**config.mk**
```make
export PLATFORM = sky130hd
export DESIGN_NAME = ray_ground_point_classifier
export DESIGN_NICKNAME = d
export VERILOG_FILES = /design/src/hdl/rgpc_pkg.sv /design/src/hdl/ray_ground_point_classifier.sv
export SDC_FILE = /design/constraint.sdc
export NUM_CORES = 2
export LEC_CHECK = 0
export BUFFER_PORTS_ARGS = -buffer_cell sky130_fd_sc_hd__buf_4
export CELL_PAD_IN_SITES_DETAIL_PLACEMENT = 0
export CELL_PAD_IN_SITES_GLOBAL_PLACEMENT = 1
export CORE_UTILIZATION = 35
export CTS_CLUSTER_SIZE = 40
export DETAILED_ROUTE_END_ITERATION = 12
export PLACE_DENSITY = 0.58
export SLEW_MARGIN = 15
export SYNTH_ARGS = -nofsm -noshare
export SYNTH_HDL_FRONTEND = slang
export SYNTH_SLANG_ARGS = --single-unit
```
**constraint.sdc**
```tcl
create_clock -name i_clk -period 14.4 [get_ports i_clk]
set_input_delay 1.44 -clock i_clk [delete_from_list [all_inputs] [get_ports i_clk]]
set_output_delay 1.44 -clock i_clk [all_outputs]
set_load 0.01 [all_outputs]
```
**src/hdl/rgpc_pkg.sv**
```systemverilog
// rgpc_pkg: widths, register indexes and reset values of the ray ground point classifier
package rgpc_pkg;

    // field widths
    localparam int RadiusW = 18;
    localparam int HeightW = 16;
    localparam int IndexW  = 20;
    localparam int TanW    = 18;
    localparam int MinHW   = 15;
    localparam int GapW    = 18;
    localparam int FracW   = 16;

    // configuration port
    localparam int CfgIdxW  = 3;
    localparam int CfgDataW = 18;

    // derived widths
    localparam int StepW  = RadiusW + 1;               // signed radial step
    localparam int ProdW  = TanW + RadiusW;            // tangent times length
    localparam int ThrW   = ProdW - FracW;             // product after the Q16 shift
    localparam int DiffW  = HeightW + 1;               // height difference
    localparam int CmpW   = ThrW + 2;                  // signed compare width

    typedef logic [CfgIdxW-1:0] t_cfg_idx;

    // register indexes
    localparam t_cfg_idx RegLocalSlopeTan   = 3'd0;
    localparam t_cfg_idx RegInitialSlopeTan = 3'd1;
    localparam t_cfg_idx RegGeneralSlopeTan = 3'd2;
    localparam t_cfg_idx RegMinHeightMm     = 3'd3;
    localparam t_cfg_idx RegConcentricGapMm = 3'd4;
    localparam t_cfg_idx RegReclassGapMm    = 3'd5;

    // register reset values
    localparam logic [TanW-1:0]  RstLocalSlopeTan   = 18'd5734;
    localparam logic [TanW-1:0]  RstInitialSlopeTan = 18'd3435;
    localparam logic [TanW-1:0]  RstGeneralSlopeTan = 18'd3435;
    localparam logic [MinHW-1:0] RstMinHeightMm     = 15'd50;
    localparam logic [GapW-1:0]  RstConcentricGapMm = 18'd0;
    localparam logic [GapW-1:0]  RstReclassGapMm    = 18'd100;

endpackage

```
**src/hdl/ray_ground_point_classifier.sv**
```systemverilog
// ray_ground_point_classifier: single-pass ground / non-ground classifier for sorted lidar rays
//
//   channel  | direction | handshake           | payload
//   ---------+-----------+---------------------+----------------------------------------------
//   point in | input     | i_valid / o_stall   | i_radius_mm, i_height_mm, i_first_of_ray,
//            |           |                     | i_point_index
//   class out| output    | o_valid / i_stall   | o_result_index, o_is_ground
//   config   | input     | i_cfg_wr_en         | i_cfg_index, i_cfg_data
//
// one item per cycle sustained while i_stall is low; an accepted item moves from the input
// register to the result register, where its result is offered; the input register holds the
// radial step, height difference and selected slope; the two 18x18 products, the band tests
// and the one-bit previous-class loop sit between it and the result register
// i_rst_n is synchronous; it empties both registers, clears the ray history and reloads the
// configuration registers with their defaults
// a stall on the output only holds registers that are full; an empty input register still fills
module ray_ground_point_classifier (
    input  logic                                 i_clk,
    input  logic                                 i_rst_n,
    // point in
    input  logic                                 i_valid,
    output logic                                 o_stall,
    input  logic [rgpc_pkg::RadiusW-1:0]         i_radius_mm,
    input  logic signed [rgpc_pkg::HeightW-1:0]  i_height_mm,
    input  logic                                 i_first_of_ray,
    input  logic [rgpc_pkg::IndexW-1:0]          i_point_index,
    // class out
    output logic                                 o_valid,
    input  logic                                 i_stall,
    output logic [rgpc_pkg::IndexW-1:0]          o_result_index,
    output logic                                 o_is_ground,
    // configuration
    input  logic                                 i_cfg_wr_en,
    input  logic [rgpc_pkg::CfgIdxW-1:0]         i_cfg_index,
    input  logic [rgpc_pkg::CfgDataW-1:0]        i_cfg_data
);

    // configuration registers
    logic [rgpc_pkg::TanW-1:0]  r_local_tan;
    logic [rgpc_pkg::TanW-1:0]  r_initial_tan;
    logic [rgpc_pkg::TanW-1:0]  r_general_tan;
    logic [rgpc_pkg::MinHW-1:0] r_min_height;
    logic [rgpc_pkg::GapW-1:0]  r_conc_gap;
    logic [rgpc_pkg::GapW-1:0]  r_reclass_gap;

    always_ff @(posedge i_clk) begin
        if (!i_rst_n) begin
            r_local_tan   <= rgpc_pkg::RstLocalSlopeTan;
            r_initial_tan <= rgpc_pkg::RstInitialSlopeTan;
            r_general_tan <= rgpc_pkg::RstGeneralSlopeTan;
            r_min_height  <= rgpc_pkg::RstMinHeightMm;
            r_conc_gap    <= rgpc_pkg::RstConcentricGapMm;
            r_reclass_gap <= rgpc_pkg::RstReclassGapMm;
        end else if (i_cfg_wr_en) begin
            case (i_cfg_index)
                rgpc_pkg::RegLocalSlopeTan:   r_local_tan   <= i_cfg_data[rgpc_pkg::TanW-1:0];
                rgpc_pkg::RegInitialSlopeTan: r_initial_tan <= i_cfg_data[rgpc_pkg::TanW-1:0];
                rgpc_pkg::RegGeneralSlopeTan: r_general_tan <= i_cfg_data[rgpc_pkg::TanW-1:0];
                rgpc_pkg::RegMinHeightMm:     r_min_height  <= i_cfg_data[rgpc_pkg::MinHW-1:0];
                rgpc_pkg::RegConcentricGapMm: r_conc_gap    <= i_cfg_data[rgpc_pkg::GapW-1:0];
                rgpc_pkg::RegReclassGapMm:    r_reclass_gap <= i_cfg_data[rgpc_pkg::GapW-1:0];
                default: ;
            endcase
        end
    end

    // register valids and advance enables
    logic r_v1, r_v2;
    logic en1, en2;

    assign en2 = !r_v2 || !i_stall;
    assign en1 = !r_v1 || en2;
    assign o_stall = !en1;

    logic in_acc;
    assign in_acc = i_valid && en1;

    always_ff @(posedge i_clk) begin
        if (!i_rst_n) begin
            r_v1 <= 1'b0;
            r_v2 <= 1'b0;
        end else begin
            if (en1) r_v1 <= i_valid;
            if (en2) r_v2 <= r_v1;
        end
    end

    // ray history seen on the input side (radius and height only)
    logic [rgpc_pkg::RadiusW-1:0]        r_last_radius;
    logic signed [rgpc_pkg::HeightW-1:0] r_last_height;

    always_ff @(posedge i_clk) begin
        if (!i_rst_n) begin
            r_last_radius <= '0;
            r_last_height <= '0;
        end else if (in_acc) begin
            r_last_radius <= i_radius_mm;
            r_last_height <= i_height_mm;
        end
    end

    // input register: radial step, height difference, slope select
    logic [rgpc_pkg::RadiusW-1:0]        prev_r;
    logic signed [rgpc_pkg::HeightW-1:0] prev_h;
    logic signed [rgpc_pkg::StepW-1:0]   n_step;
    logic signed [rgpc_pkg::DiffW-1:0]   hdiff;
    logic [rgpc_pkg::DiffW-1:0]          n_abs_diff;

    always_comb begin
        prev_r = i_first_of_ray ? '0 : r_last_radius;
        prev_h = i_first_of_ray ? '0 : r_last_height;
        n_step = $signed({1'b0, i_radius_mm}) - $signed({1'b0, prev_r});
        hdiff  = $signed({i_height_mm[rgpc_pkg::HeightW-1], i_height_mm})
               - $signed({prev_h[rgpc_pkg::HeightW-1], prev_h});
        n_abs_diff = hdiff[rgpc_pkg::DiffW-1] ? rgpc_pkg::DiffW'(-hdiff)
                                              : rgpc_pkg::DiffW'(hdiff);
    end

    logic signed [rgpc_pkg::StepW-1:0]   r_in_step;
    logic [rgpc_pkg::DiffW-1:0]          r_in_abs_diff;
    logic [rgpc_pkg::TanW-1:0]           r_in_tan;
    logic [rgpc_pkg::RadiusW-1:0]        r_in_radius;
    logic signed [rgpc_pkg::HeightW-1:0] r_in_height;
    logic                                r_in_first;
    logic [rgpc_pkg::IndexW-1:0]         r_in_index;

    always_ff @(posedge i_clk) begin
        if (en1) begin
            r_in_step     <= n_step;
            r_in_abs_diff <= n_abs_diff;
            r_in_tan      <= i_first_of_ray ? r_initial_tan : r_local_tan;
            r_in_radius   <= i_radius_mm;
            r_in_height   <= i_height_mm;
            r_in_first    <= i_first_of_ray;
            r_in_index    <= i_point_index;
        end
    end

    // local and general slope products
    logic [rgpc_pkg::RadiusW-1:0] step_pos;
    logic [rgpc_pkg::ProdW-1:0]   prod_local;
    logic [rgpc_pkg::ProdW-1:0]   prod_general;
    logic [rgpc_pkg::ThrW-1:0]    local_t;
    logic [rgpc_pkg::ThrW-1:0]    general_g;

    always_comb begin
        step_pos = (r_in_step > 0) ? r_in_step[rgpc_pkg::RadiusW-1:0] : '0;
        prod_local   = rgpc_pkg::ProdW'(r_in_tan) * rgpc_pkg::ProdW'(step_pos);
        prod_general = rgpc_pkg::ProdW'(r_general_tan) * rgpc_pkg::ProdW'(r_in_radius);
        local_t      = prod_local[rgpc_pkg::ProdW-1:rgpc_pkg::FracW];
        general_g    = prod_general[rgpc_pkg::ProdW-1:rgpc_pkg::FracW];
    end

    // threshold, band tests and the previous-class loop
    logic                              r_last_ground;
    logic [rgpc_pkg::ThrW-1:0]         thr;
    logic signed [rgpc_pkg::CmpW-1:0]  step_x;
    logic signed [rgpc_pkg::CmpW-1:0]  conc_x;
    logic signed [rgpc_pkg::CmpW-1:0]  recl_x;
    logic signed [rgpc_pkg::CmpW-1:0]  h_x;
    logic signed [rgpc_pkg::CmpW-1:0]  g_x;
    logic                              prev_g;
    logic                              in_local;
    logic                              in_general;
    logic                              n_ground;

    always_comb begin
        thr = (local_t > rgpc_pkg::ThrW'(r_min_height)) ? local_t
                                                        : rgpc_pkg::ThrW'(r_min_height);
        step_x = rgpc_pkg::CmpW'(r_in_step);
        conc_x = $signed({{(rgpc_pkg::CmpW-rgpc_pkg::GapW){1'b0}}, r_conc_gap});
        recl_x = $signed({{(rgpc_pkg::CmpW-rgpc_pkg::GapW){1'b0}}, r_reclass_gap});
        h_x    = rgpc_pkg::CmpW'(r_in_height);
        g_x    = $signed({2'b00, general_g});
        prev_g     = r_in_first ? 1'b0 : r_last_ground;
        in_local   = rgpc_pkg::ThrW'(r_in_abs_diff) <= thr;
        in_general = (h_x <= g_x) && (h_x >= -g_x);
        if (step_x < conc_x) begin
            n_ground = prev_g;
        end else if (in_local) begin
            n_ground = prev_g || in_general;
        end else begin
            n_ground = (step_x > recl_x) && in_general;
        end
    end

    logic res_load;
    assign res_load = en2 && r_v1;

    always_ff @(posedge i_clk) begin
        if (!i_rst_n) begin
            r_last_ground <= 1'b0;
        end else if (res_load) begin
            r_last_ground <= n_ground;
        end
    end

    // result register
    logic [rgpc_pkg::IndexW-1:0] r_res_index;
    logic                        r_res_ground;

    always_ff @(posedge i_clk) begin
        if (res_load) begin
            r_res_index  <= r_in_index;
            r_res_ground <= n_ground;
        end
    end

    assign o_valid        = r_v2;
    assign o_result_index = r_res_index;
    assign o_is_ground    = r_res_ground;

    // checks
    a_full_pipe_stalls: assert property (@(posedge i_clk) disable iff (!i_rst_n)
        (r_v1 && r_v2 && i_stall) |-> o_stall)
        else $error("full pipeline under output stall still takes items");

    a_accept_fills_s1: assert property (@(posedge i_clk) disable iff (!i_rst_n)
        (i_valid && !o_stall) |=> r_v1)
        else $error("accepted item did not enter the input register");

    a_class_follows_result: assert property (@(posedge i_clk) disable iff (!i_rst_n)
        $past(res_load) |-> (r_last_ground == o_is_ground))
        else $error("class history differs from last delivered class");

    a_result_only_drains: assert property (@(posedge i_clk) disable iff (!i_rst_n)
        $fell(o_valid) |-> !$past(i_stall))
        else $error("result dropped while output stalled");

endmodule

```
==> reports/qor.yml <==
clocking:
  cts.clk_slew.worst_paths_ns: 0.06
  cts.sink_count: 272
  ctsHoldBuffers: 0
  postCtsSetupRepairBufs: 0
  clk_path_buf_depth: 3
  cts_tree: "built"
  cts-root-buf: "clkbuf_16"
  clock_latency_ns: 0.55
  ctsHtreeMaxLevel: 2
  ctsResizeCount: 0
  cts-buffers-inserted: 34
grt:
  grt_max_degree: 93
  grt_pass1_vias: 27040
  grt_usage: 0.2038
  grt_pass1_wl_um: 159500
  grt_overflow_total: 0
  antenna_found_initial: 12
timing:
  period_needed_ns: 12.40
  rsz0062_at_grt: "false"
  finClkSkew_ns: 0.02410
  worst_pin_slew_ns: 1.189
  maxSlewHeadroom: 0.1990
  fmax_ghz: 0.08066
  setup_viol: 0
  min_period_over_period: 0.8610
  final_max_slew_viol_count: 0
  hold_viol: 0
  setup_ws_ns: 2.002
  setup-tns-final_ns: 0
cells_and_area:
  utilization: 0.3866
  nFillCells: 10160
  final_nets: 4794
  drive_above_1_share: 0.05995
  area_growth_pct: 9.105
yosys:
  synth.yosys.seq_area_share: 0.1929
  async_reset_ff_frac: 0
  syn_area_um2: 34970
  synthCells: 3849
  syn_avg_cell_area_um2: 9.086
  ys.warnings.count: 0
  synth_flop_cell: "dfxtp_1"
  yosysUniqueCellTypes: 68
  synth_seq_cells: 272
  synth_edf_count: 130
  synth_nets: 4799
setup_path:
  cp-end-kind: "flip-flop"
  critPathSlowestCell: "edfxtp_1"
  reg2reg_slack_ns: 2.00
  cpLargestDelayFamily: "compound AO/OA/AOI/OAI gates"
  cpPeakStageDelay_ns: 0.72
  crit_fanout: 65
  r2r_start: "r_in_step[6]"
  worst_setup_path_start_kind: "flip-flop"
  r2r_end: "o_is_ground"
  critPathBufInv: 5
  cp.required_ns: 14.83
  crit_top_cell: "a21o_1"
  worstPathArrival_ns: 12.83
  r2r_cells: 45
  worst-setup-path-type: "flip-flop to flip-flop"
placement:
  gp_congestion: 0.8540
  port_buffers: 103
  place_ws_ns: 1.978
  dp_hpwl_um: 78300
drt:
  routedWlPerCell_um: 19.38
  route.detailed.drc: 0
  drt-total-wl_um: 99980
  drtAntennaViolNets: 0
  dr.first_iter.drc_count: 1195
  vias: 25270
  dr.pass1.iters: 5
  vias_per_cell: 4.897
die:
  core_um2: 98710
  die_h_um: 318.1
  floorplan.initialDensity: 0.3543
  die_area_um2: 101200
  fp.dieW_um: 318.1
  io_pins: 104
  core.rowCount: 115
worst_hold_path:
  holdCritPathClass: "flip-flop to flip-flop"
  min-delay-start: "r_in_index[12]"
  hold_end: "o_result_index[12]"
  holdPathStages: 0
flow_run:
  cap_violations: 0
outcome:
  status: "finished, final reports clean"
[worst max path at each step]
stage                       from  slack [ns]     endpoint  cells past startpoint
global route        r_in_step[6]        1.06  o_is_ground                     46
global placement    r_in_step[3]        2.30  o_is_ground                     44
detailed placement  r_in_step[6]        1.98  o_is_ground                     45
floorplan           r_in_step[3]        3.54  o_is_ground                     44
finish              r_in_step[6]        2.00  o_is_ground                     45
CTS                 r_in_step[6]        2.01  o_is_ground                     45
[cells by family (layout without fill, tap and decap cells)]
group,Yosys count,after routing,synth area share
AND/OR/NAND/NOR,1326,1326,0.1801
other,0,3,0
buffers and inverters,845,866,0.09095
flip-flops,272,272,0.1929
adder cells (fa/ha/maj),869,869,0.4204
multiplexers,38,38,0.01156
XOR/XNOR,92,92,0.02347
AO/OA/AOI/OAI,407,407,0.08057
[cell usage after synthesis, types with 16 or more instances]
master,number,area share
nand2_1,709,0.076
inv_1,671,0.072
fa_1,510,0.29
ha_1,359,0.13
and2_1,226,0.040
clkbuf_1,163,0.017
dfxtp_1,142,0.081
edfxtp_1,130,0.11
a21boi_0,113,0.024
and3_1,84,0.015
a21oi_1,77,0.011
nor2_1,71,0.0076
xnor2_1,64,0.016
o21ai_0,59,0.0084
nand3_1,58,0.0083
nand2b_1,47,0.0084
a21o_1,45,0.0097
nor2b_1,35,0.0063
nand4_1,32,0.0057
xor2_1,26,0.0065
nor3_1,21,0.0030
mux2_2,19,0.0061
mux2i_1,19,0.0054
a211oi_1,18,0.0039
o21a_1,16,0.0034
[cell usage in the layout (no fill, tap or decap), drive strengths merged, types with 59 or more instances in the layout]
cell type / instances
a21boi: 113
a21oi: 77
and2: 226
and3: 84
buf: 133
dfxtp: 142
edfxtp: 130
fa: 510
ha: 359
inv: 678
nand2: 709
nor2: 71
o21ai: 59
xnor2: 65
[layer usage]
layer	GRT usage	vias up	wire (um)
met5	0	-	163
met4	0.04273	22	2205
met3	0.03097	120	4355
met2	0.3339	392	45800
met1	0.2841	12610	47450
li1	-	12130	-
[through the flow]
stage | cell area (um2) | instances | hold slack, ns
detailed placement | 36960 | 5095 | 0.4045
CTS | 38150 | 5157 | 0.4192
global placement | 36960 | 5095 | 0.4005
floorplan | 34970 | 3849 | 0.4003
finish | 38160 | 5160 | 0.4175
global route | 38150 | 5157 | 0.4238
[layout make-up]
type / instances / area (um2) / share of cell area
multi-input combinational: 2732 / 25080 / 0.6574
sequential: 272 / 6746 / 0.1768
inverter: 671 / 2519 / 0.06601
tap: 1287 / 1610 / 0.04220
timing repair buffer: 133 / 998.5 / 0.02617
clock buffer: 46 / 989.7 / 0.02594
clock inverter: 16 / 200.2 / 0.005247
antenna: 3 / 7.507 / 0.0001968
Power is left out: the tool's default activity adds up to more than one toggle a clock period on the data nets, which glitch-free logic cannot reach.
